$ cat src/rtl/pllpi_pkg.sv
`default_nettype none

package pllpi_pkg;

    localparam int DATA_WIDTH_DEFAULT = 32;

    // configuration port
    localparam int CFG_W       = 32;
    localparam int CFG_INDEX_W = 2;

    localparam logic [CFG_INDEX_W-1:0] REG_KP     = 2'd0;
    localparam logic [CFG_INDEX_W-1:0] REG_KI     = 2'd1;
    localparam logic [CFG_INDEX_W-1:0] REG_PERIOD = 2'd2;

    // magnitude of the Tustin coefficients, also wide enough for the period
    localparam int COEF_MAG_W = 33;
    // signed coefficient width
    localparam int COEF_W     = 34;

    // rounding shifts: Q8.24 gain products and Q0.32/2 period products
    localparam int SHIFT_GAIN   = 24;
    localparam int SHIFT_PERIOD = 33;

endpackage

`default_nettype wire

$ cat src/rtl/pllpi_serial_mul.sv
`default_nettype none

module pllpi_serial_mul #(
    parameter int A_WIDTH = pllpi_pkg::CFG_W,
    parameter int B_WIDTH = pllpi_pkg::COEF_MAG_W
) (
    input  wire logic                       aclk,
    input  wire logic                       aresetn,
    input  wire logic                       start,
    input  wire logic [A_WIDTH-1:0]         a,
    input  wire logic [B_WIDTH-1:0]         b,
    output logic                            busy,
    output logic                            done,
    output logic [A_WIDTH+B_WIDTH-1:0]      product
);

    localparam int P_WIDTH = A_WIDTH + B_WIDTH;
    localparam int CNT_W   = $clog2(B_WIDTH + 1);

    logic [A_WIDTH-1:0] a_reg;
    logic [P_WIDTH-1:0] prod_reg;
    logic [P_WIDTH-1:0] prod_next;
    logic [A_WIDTH:0]   partial;
    logic [CNT_W-1:0]   cnt_reg;
    logic               busy_reg;
    logic               done_reg;

    // one multiplier bit per cycle, LSB first; upper half accumulates
    always_comb begin
        partial   = {1'b0, prod_reg[P_WIDTH-1:B_WIDTH]}
                  + (prod_reg[0] ? {1'b0, a_reg} : {(A_WIDTH+1){1'b0}});
        prod_next = {partial, prod_reg[B_WIDTH-1:1]};
    end

    always_ff @(posedge aclk) begin
        if (!aresetn) begin
            cnt_reg  <= '0;
            busy_reg <= 1'b0;
            done_reg <= 1'b0;
        end else begin
            done_reg <= 1'b0;
            if (start) begin
                a_reg    <= a;
                prod_reg <= {{A_WIDTH{1'b0}}, b};
                cnt_reg  <= CNT_W'(B_WIDTH);
                busy_reg <= 1'b1;
            end else if (busy_reg) begin
                prod_reg <= prod_next;
                cnt_reg  <= cnt_reg - CNT_W'(1);
                if (cnt_reg == CNT_W'(1)) begin
                    busy_reg <= 1'b0;
                    done_reg <= 1'b1;
                end
            end
        end
    end

    assign busy    = busy_reg;
    assign done    = done_reg;
    assign product = prod_reg;

endmodule

`default_nettype wire

$ cat src/rtl/pll_pi_loop_filter_integrator_core.sv
// PI loop filter (bilinear form) with trapezoidal angle integrator.
// One word is processed at a time; the next is taken only once the result is registered.
// Each word takes three 33-step passes of the shared bit-serial multiplier.
// A register write clears the history and starts a coefficient update, which ends before
// the next word is taken. Synchronous active-low reset: state, gains and history to zero.
`default_nettype none

module pll_pi_loop_filter_integrator_core #(
    parameter int DATA_WIDTH = pllpi_pkg::DATA_WIDTH_DEFAULT
) (
    input  wire logic                                aclk,
    input  wire logic                                aresetn,

    input  wire logic                                cfg_wr_en,
    input  wire logic [pllpi_pkg::CFG_INDEX_W-1:0]   cfg_index,
    input  wire logic [pllpi_pkg::CFG_W-1:0]         cfg_wdata,

    input  wire logic                                s_valid,
    output logic                                     s_ready,
    input  wire logic signed [DATA_WIDTH-1:0]        s_phase_error,

    output logic                                     m_valid,
    input  wire logic                                m_ready,
    output logic signed [DATA_WIDTH-1:0]             m_speed_estimate,
    output logic signed [DATA_WIDTH-1:0]             m_angle_estimate,
    output logic                                     m_saturated
);

    localparam int DW  = DATA_WIDTH;
    localparam int ASW = DW + 1;
    localparam int CW  = pllpi_pkg::COEF_W;
    localparam int BW  = pllpi_pkg::COEF_MAG_W;
    localparam int AW  = (ASW > pllpi_pkg::CFG_W) ? ASW : pllpi_pkg::CFG_W;
    localparam int PW  = AW + BW;
    localparam int SW  = (DW + 10 > CW) ? DW + 10 : CW;
    localparam int XW  = (PW > SW + pllpi_pkg::SHIFT_PERIOD) ? PW
                                                             : SW + pllpi_pkg::SHIFT_PERIOD;

    localparam logic signed [SW-1:0] SMAX = {{(SW-DW+1){1'b0}}, {(DW-1){1'b1}}};
    localparam logic signed [SW-1:0] SMIN = ~SMAX;

    typedef enum logic [3:0] {
        ST_IDLE,
        ST_COEF_MUL,
        ST_COEF_ADD,
        ST_T0_MUL,
        ST_T0_ADD,
        ST_T1_MUL,
        ST_T1_ADD,
        ST_SPD_SAT,
        ST_ASUM,
        ST_ANG_LOAD,
        ST_ANG_MUL,
        ST_ANG_ADD,
        ST_OUT
    } state_t;

    state_t                  state_reg;

    logic signed [31:0]      kp_reg;
    logic signed [31:0]      ki_reg;
    logic [31:0]             period_reg;
    logic                    dirty_reg;
    logic signed [CW-1:0]    c0_reg;
    logic signed [CW-1:0]    c1_reg;

    logic signed [DW-1:0]    last_error_reg;
    logic signed [DW-1:0]    last_speed_reg;
    logic signed [DW-1:0]    last_angle_reg;

    logic signed [DW-1:0]    e_reg;
    logic signed [SW-1:0]    sum_reg;
    logic signed [SW-1:0]    rnd_reg;
    logic signed [SW-1:0]    rnd_next;
    logic signed [DW-1:0]    speed_reg;
    logic signed [ASW-1:0]   asum_reg;
    logic                    clip_reg;
    logic                    neg_reg;

    logic                    m_valid_reg;
    logic signed [DW-1:0]    m_speed_reg;
    logic signed [DW-1:0]    m_angle_reg;
    logic                    m_sat_reg;

    logic                    cfg_hit;
    logic                    accept;
    logic                    out_free;

    logic                    mul_start;
    logic                    mul_neg;
    logic [AW-1:0]           mul_a;
    logic [BW-1:0]           mul_b;
    logic                    mul_busy;
    logic                    mul_done;
    logic [PW-1:0]           mul_product;

    logic [31:0]             abs_ki;
    logic [DW-1:0]           abs_e_in;
    logic [DW-1:0]           abs_e_last;
    logic [CW-1:0]           abs_c0;
    logic [CW-1:0]           abs_c1;
    logic [ASW-1:0]          abs_asum;

    logic [XW-1:0]           pext;
    logic [SW-1:0]           rmag;
    logic                    rbit;
    logic                    gain_shift;

    logic                    spd_hi;
    logic                    spd_lo;
    logic                    ang_hi;
    logic                    ang_lo;
    logic signed [DW-1:0]    spd_sat;
    logic signed [DW-1:0]    ang_sat;

    assign cfg_hit  = cfg_wr_en && (cfg_index == pllpi_pkg::REG_KP
                                 || cfg_index == pllpi_pkg::REG_KI
                                 || cfg_index == pllpi_pkg::REG_PERIOD);
    assign s_ready  = (state_reg == ST_IDLE) && !dirty_reg && !cfg_wr_en;
    assign accept   = s_valid && s_ready;
    assign out_free = !m_valid_reg || m_ready;

    // magnitudes for the unsigned multiplier
    always_comb begin
        abs_ki     = ki_reg[31] ? $unsigned(~ki_reg + 32'sd1) : $unsigned(ki_reg);
        abs_e_in   = s_phase_error[DW-1] ? $unsigned(~s_phase_error + DW'(1))
                                         : $unsigned(s_phase_error);
        abs_e_last = last_error_reg[DW-1] ? $unsigned(~last_error_reg + DW'(1))
                                          : $unsigned(last_error_reg);
        abs_c0     = c0_reg[CW-1] ? $unsigned(~c0_reg + CW'(1)) : $unsigned(c0_reg);
        abs_c1     = c1_reg[CW-1] ? $unsigned(~c1_reg + CW'(1)) : $unsigned(c1_reg);
        abs_asum   = asum_reg[ASW-1] ? $unsigned(~asum_reg + ASW'(1)) : $unsigned(asum_reg);
    end

    always_comb begin
        mul_start = 1'b0;
        mul_neg   = 1'b0;
        mul_a     = '0;
        mul_b     = '0;
        case (state_reg)
            ST_IDLE: begin
                if (dirty_reg && !cfg_wr_en) begin
                    mul_start = 1'b1;
                    mul_neg   = ki_reg[31];
                    mul_a     = AW'(abs_ki);
                    mul_b     = BW'(period_reg);
                end else if (accept) begin
                    mul_start = 1'b1;
                    mul_neg   = s_phase_error[DW-1] ^ c0_reg[CW-1];
                    mul_a     = AW'(abs_e_in);
                    mul_b     = abs_c0[BW-1:0];
                end
            end
            ST_T0_ADD: begin
                mul_start = 1'b1;
                mul_neg   = last_error_reg[DW-1] ^ c1_reg[CW-1];
                mul_a     = AW'(abs_e_last);
                mul_b     = abs_c1[BW-1:0];
            end
            ST_ANG_LOAD: begin
                mul_start = 1'b1;
                mul_neg   = asum_reg[ASW-1];
                mul_a     = AW'(abs_asum);
                mul_b     = BW'(period_reg);
            end
            default: begin
                mul_start = 1'b0;
            end
        endcase
    end

    pllpi_serial_mul #(
        .A_WIDTH (AW),
        .B_WIDTH (BW)
    ) u_mul (
        .aclk    (aclk),
        .aresetn (aresetn),
        .start   (mul_start),
        .a       (mul_a),
        .b       (mul_b),
        .busy    (mul_busy),
        .done    (mul_done),
        .product (mul_product)
    );

    // round half away from zero: -(m+b) = ~m + !b
    always_comb begin
        gain_shift = (state_reg == ST_T0_MUL) || (state_reg == ST_T1_MUL);
        pext       = XW'(mul_product);
        rmag       = gain_shift ? pext[pllpi_pkg::SHIFT_GAIN +: SW]
                                : pext[pllpi_pkg::SHIFT_PERIOD +: SW];
        rbit       = gain_shift ? pext[pllpi_pkg::SHIFT_GAIN-1]
                                : pext[pllpi_pkg::SHIFT_PERIOD-1];
        rnd_next   = $signed((neg_reg ? ~rmag : rmag)
                           + SW'(neg_reg ? !rbit : rbit));
    end

    always_comb begin
        spd_hi  = sum_reg > SMAX;
        spd_lo  = sum_reg < SMIN;
        spd_sat = spd_hi ? SMAX[DW-1:0] : (spd_lo ? SMIN[DW-1:0] : sum_reg[DW-1:0]);
        ang_hi  = sum_reg > SMAX;
        ang_lo  = sum_reg < SMIN;
        ang_sat = ang_hi ? SMAX[DW-1:0] : (ang_lo ? SMIN[DW-1:0] : sum_reg[DW-1:0]);
    end

    always_ff @(posedge aclk) begin
        if (!aresetn) begin
            state_reg      <= ST_IDLE;
            kp_reg         <= '0;
            ki_reg         <= '0;
            period_reg     <= '0;
            dirty_reg      <= 1'b0;
            c0_reg         <= '0;
            c1_reg         <= '0;
            last_error_reg <= '0;
            last_speed_reg <= '0;
            last_angle_reg <= '0;
            m_valid_reg    <= 1'b0;
        end else begin
            if (m_valid_reg && m_ready) begin
                m_valid_reg <= 1'b0;
            end
            if (mul_start) begin
                neg_reg <= mul_neg;
            end
            case (state_reg)
                ST_IDLE: begin
                    if (dirty_reg && !cfg_wr_en) begin
                        state_reg <= ST_COEF_MUL;
                    end else if (accept) begin
                        e_reg     <= s_phase_error;
                        sum_reg   <= SW'(last_speed_reg);
                        state_reg <= ST_T0_MUL;
                    end
                end
                ST_COEF_MUL: begin
                    if (mul_done) begin
                        rnd_reg   <= rnd_next;
                        state_reg <= ST_COEF_ADD;
                    end
                end
                ST_COEF_ADD: begin
                    c0_reg    <= CW'(kp_reg) + CW'(rnd_reg);
                    c1_reg    <= CW'(rnd_reg) - CW'(kp_reg);
                    dirty_reg <= 1'b0;
                    state_reg <= ST_IDLE;
                end
                ST_T0_MUL: begin
                    if (mul_done) begin
                        rnd_reg   <= rnd_next;
                        state_reg <= ST_T0_ADD;
                    end
                end
                ST_T0_ADD: begin
                    sum_reg   <= sum_reg + rnd_reg;
                    state_reg <= ST_T1_MUL;
                end
                ST_T1_MUL: begin
                    if (mul_done) begin
                        rnd_reg   <= rnd_next;
                        state_reg <= ST_T1_ADD;
                    end
                end
                ST_T1_ADD: begin
                    sum_reg   <= sum_reg + rnd_reg;
                    state_reg <= ST_SPD_SAT;
                end
                ST_SPD_SAT: begin
                    speed_reg <= spd_sat;
                    clip_reg  <= spd_hi || spd_lo;
                    state_reg <= ST_ASUM;
                end
                ST_ASUM: begin
                    asum_reg  <= ASW'(speed_reg) + ASW'(last_speed_reg);
                    state_reg <= ST_ANG_LOAD;
                end
                ST_ANG_LOAD: begin
                    state_reg <= ST_ANG_MUL;
                end
                ST_ANG_MUL: begin
                    if (mul_done) begin
                        rnd_reg   <= rnd_next;
                        state_reg <= ST_ANG_ADD;
                    end
                end
                ST_ANG_ADD: begin
                    sum_reg   <= SW'(last_angle_reg) + rnd_reg;
                    state_reg <= ST_OUT;
                end
                ST_OUT: begin
                    if (out_free) begin
                        m_valid_reg    <= 1'b1;
                        m_speed_reg    <= speed_reg;
                        m_angle_reg    <= ang_sat;
                        m_sat_reg      <= clip_reg || ang_hi || ang_lo;
                        last_error_reg <= e_reg;
                        last_speed_reg <= speed_reg;
                        last_angle_reg <= ang_sat;
                        state_reg      <= ST_IDLE;
                    end
                end
                default: begin
                    state_reg <= ST_IDLE;
                end
            endcase

            // register write: new gains or period, history cleared, coefficients redone
            if (cfg_hit) begin
                case (cfg_index)
                    pllpi_pkg::REG_KP:     kp_reg     <= $signed(cfg_wdata);
                    pllpi_pkg::REG_KI:     ki_reg     <= $signed(cfg_wdata);
                    pllpi_pkg::REG_PERIOD: period_reg <= cfg_wdata;
                    default:               kp_reg     <= kp_reg;
                endcase
                dirty_reg      <= 1'b1;
                last_error_reg <= '0;
                last_speed_reg <= '0;
                last_angle_reg <= '0;
                if (state_reg == ST_COEF_MUL || state_reg == ST_COEF_ADD) begin
                    state_reg <= ST_IDLE;
                end
            end
        end
    end

    assign m_valid          = m_valid_reg;
    assign m_speed_estimate = m_speed_reg;
    assign m_angle_estimate = m_angle_reg;
    assign m_saturated      = m_sat_reg;

    // a new word is taken only after the previous result is stored as history
    a_one_word: assert property (@(posedge aclk) disable iff (!aresetn)
        s_valid && s_ready |=> !s_ready)
        else $error("second word taken while one is in flight");

    a_no_accept_busy: assert property (@(posedge aclk) disable iff (!aresetn)
        mul_busy && state_reg != ST_IDLE |-> !s_ready)
        else $error("input ready while multiplier runs");

    a_history: assert property (@(posedge aclk) disable iff (!aresetn)
        $rose(m_valid) |-> m_speed_estimate == last_speed_reg
                        && m_angle_estimate == last_angle_reg)
        else $error("history differs from delivered word");

    a_cfg_clear: assert property (@(posedge aclk) disable iff (!aresetn)
        cfg_hit |=> last_speed_reg == '0 && last_angle_reg == '0 && !s_ready)
        else $error("register write did not clear history");

endmodule

`default_nettype wire
$ cat config.mk
export PLATFORM = sky130hd
export DESIGN_NAME = pll_pi_loop_filter_integrator_core
export DESIGN_NICKNAME = d
export VERILOG_FILES = /design/src/rtl/pllpi_pkg.sv /design/src/rtl/pllpi_serial_mul.sv /design/src/rtl/pll_pi_loop_filter_integrator_core.sv
export SDC_FILE = /design/constraint.sdc
export NUM_CORES = 2
export LEC_CHECK = 0
export ABC_AREA = 0
export BUFFER_PORTS_ARGS = -buffer_cell sky130_fd_sc_hd__buf_2
export CORE_ASPECT_RATIO = 1.4
export CORE_MARGIN = 10
export CORE_UTILIZATION = 55
export CTS_CLUSTER_SIZE = 24
export DETAILED_ROUTE_END_ITERATION = 10
export GPL_TIMING_DRIVEN = 0
export PLACE_DENSITY = 0.72
export SYNTH_ARGS = -nofsm -noshare
export SYNTH_HDL_FRONTEND = slang
export SYNTH_SLANG_ARGS = --single-unit
$ cat constraint.sdc
create_clock -name aclk -period 15.3 [get_ports aclk]
set_input_delay 1.53 -clock aclk [delete_from_list [all_inputs] [get_ports aclk]]
set_output_delay 1.53 -clock aclk [all_outputs]
set_load 0.01 [all_outputs]
==> flow_summary_export.csv <==
group,metric,value,unit
timing,min_period_over_period,0.427,
logic_synthesis,seq_area_frac_synth,0.420,
drt,wl_per_cell,25.4,um
finish,final_cells,5416,
clock_tree,cts_tree,"done",
global_route,grt_antenna_before_repair,4,
floorplan,die_x,242,um
clock_tree,path_clk_slew,0.06,ns
clock_tree,h-tree-depth,2,
timing,hold_violations,0,
worst_setup_path,crit_start,"state_reg[2]$_SDFF_PN0_",
logic_synthesis,synth_cell_types,95,
global_route,grt-ovfl-total,0,
global_route,grt_max_degree,35,
worst_setup_path,cp-end-kind,"flip-flop",
timing,drv_slew,0,
clock_tree,clk_latency,0.68,ns
timing,max_freq,0.153,GHz
logic_synthesis,yosys.area.top_type_share,0.276,
timing,min_period,6.54,ns
placement,dp_hpwl,108000,um
drt,viasPerCell,6.21,
drt,first_pass_iters,6,
clock_tree,cts_resized,0,
timing,relSlewSlack,0.0475,
power_and_ir_drop,p_int,0.00296,W
placement,gp_congestion,1.03,
drt,ant_nets,0,
min_path,hold_depth,2,
worst_setup_path,r2r-start,"state_reg[2]$_SDFF_PN0_",
timing,tns,0,ns
power_and_ir_drop,combPwrFrac,0.151,
floorplan,coreArea,68000,um2
timing,rsz0062_at_grt,"no",
clock_tree,cts_buffer_depth,3,
worst_setup_path,crit_fanout,10,
logic_synthesis,synth_commonest_cells,"nand2_1, a21oi_1, edfxtp_1, dfxtp_1, xnor2_1",
logic_synthesis,yosys_warnings,0,
worst_setup_path,rr_worst_depth,18,
global_route,track_usage,0.333,
power_and_ir_drop,swShare,0.280,
logic_synthesis,ys_top_cells_by_area,"edfxtp_1, dfxtp_1, nand2_1, a21oi_1, ha_1",
drt,drc_errors,0,
clock_tree,cts_setup_buffers,0,
timing,hold_ws,0.455,ns
finish,fin_nets,4701,
logic_synthesis,synth_top_cell_by_area,"edfxtp_1",
power_and_ir_drop,worst_ir_drop_vdd,0.0932,mV
power_and_ir_drop,power_frac_seq,0.459,
worst_setup_path,arrival,6.91,ns
worst_setup_path,start_kind,"flip-flop",
min_path,min-delay-start,"last_angle_reg[18]$_SDFFE_PP0P_",
worst_setup_path,required,15.67,ns
logic_synthesis,syn_area,37800,um2
logic_synthesis,synth-edff-count,347,
power_and_ir_drop,leakage,15.4,nW
status,status,"finished clean",
logic_synthesis,postSynthCellCount,4229,
finish,area_growth,11.2,%
job,maxCapViolCount,0,
finish,drive_above_1_share,0.0752,
floorplan,start_util,0.556,
power_and_ir_drop,clockPowerShare,0.390,
finish,largest_reg_flops,66,
logic_synthesis,synth_ff_type,"edfxtp_1",
placement,port_buffers,137,
logic_synthesis,async_flop_share,0,
floorplan,die_height,330,um
global_route,grt_pass1_wl,201000,um
drt,vias,33600,
drt,wirelength,138000,um
floorplan,rows,113,
clock_tree,clockRootBuffer,"clkbuf_16",
timing,fin_skew,0.0346,ns
logic_synthesis,syn_area_per_cell,8.94,um2
power_and_ir_drop,p_switching,0.00115,W
floorplan,die-area,79800,um2
timing,tightest_slew,1.43,ns
floorplan,ios,138,
drt,drt_iter0_drc,3142,
min_path,hold_class,"flip-flop to flip-flop",
logic_synthesis,synth.most_common_cell,"nand2_1",
logic_synthesis,synth_nets,4489,
logic_synthesis,ys_ff_latch,620,
worst_setup_path,critPathKind,"flip-flop to flip-flop",
clock_tree,numCtsBuffers,61,
global_route,grt_pass1_vias,32900,
clock_tree,clock-sinks,620,
timing,setup_viol,0,
clock_tree,postCtsHoldBufs,0,
power_and_ir_drop,power.density,97.9,nW/um2
placement,dp.cells,5298,
final timing paths:
path | slack, ns | endpoint
worst max-delay path | 8.76 | rnd_reg[34]$_DFFE_PP_
worst min-delay path | 0.45 | last_angle_reg[18]$_SDFFE_PP0P_
worst max register to register | 8.76 | rnd_reg[34]$_DFFE_PP_
worst min register to register | 0.45 | last_angle_reg[18]$_SDFFE_PP0P_
area by class of cell:
type                       instances  area (um2)
fill                            6020       25900
multi-input combinational       3242       20600
sequential                       620       15900
clock buffer                      89        1770
tap                              920        1150
buffer                           244         937
timing repair buffer             149         906
inverter                         123         462
clock inverter                    27         342
antenna                            2        5.00
critical path: stages, from the launching register on:
cell and delay [ns]:
dfxtp_1 0.50, xnor2_1 0.30, nor2_1 0.36, buf_4 0.27, clkbuf_1 0.45, buf_1 0.54, buf_1 0.71, mux2i_1 0.30
xnor2_1 0.14, ha_1 0.22, ha_1 0.28, o2111ai_1 0.32, and4b_1 0.35, clkbuf_1 0.30, nand4_2 0.27, or3_1 0.49
mux2i_1 0.15, a21oi_1 0.18, o21ai_1 0.10
layer usage:
| metal | wire length (um) | global-route usage |
|---|---|---|
| met5 | 13 | 0 |
| met4 | 12400 | 0.269 |
| met2 | 66900 | 0.585 |
| met3 | 10500 | 0.0570 |
| met1 | 47900 | 0.350 |
cell families after synthesis:
logic type	synth area share
AOI/OAI and AO/OA	0.203
xor gates and xnor gates	0.0934
adders and majority gates	0.0635
buffers and inverters	0.0370
DFF	0.420
muxes	0.0197
and+or+nand+nor	0.163
per-stage QoR:
stage / util / total power, W / cell area (um2) / worst slack, ns
2_1_floorplan: - / 0.00231 / 37800 / 9.45
3_3_place_gp: 0.583 / 0.00252 / 39600 / 6.55
3_5_place_dp: 0.587 / 0.00253 / 39900 / 9.00
4_1_cts: 0.618 / 0.00411 / 42100 / 8.96
5_1_grt: 0.618 / 0.00423 / 42100 / 8.59
6_report: 0.618 / 0.00412 / 42100 / 8.76
power groups by stage:
stage          registers, W  logic, W  clock network (W)
6_report            0.00189  0.000624            0.00161
3_5_place_dp        0.00192  0.000603                  0
4_1_cts             0.00189  0.000607            0.00162
5_1_grt             0.00189  0.000667            0.00167
2_1_floorplan       0.00190  0.000408                  0
3_3_place_gp        0.00193  0.000590                  0
cell usage in the layout (no fill, tap or decap), types with 65 or more instances in the layout:
cell type and n:
a21o_1 106, a21oi_1 490, buf_2 143, clkbuf_1 220, dfxtp_1 273, edfxtp_1 347, ha_1 184, inv_1 121
nand2_1 660, nor2_1 247, o21ai_0 220, o31ai_1 65, xnor2_1 253, xor2_1 146
No activity file was read; power rests on OpenSTA's default activity.
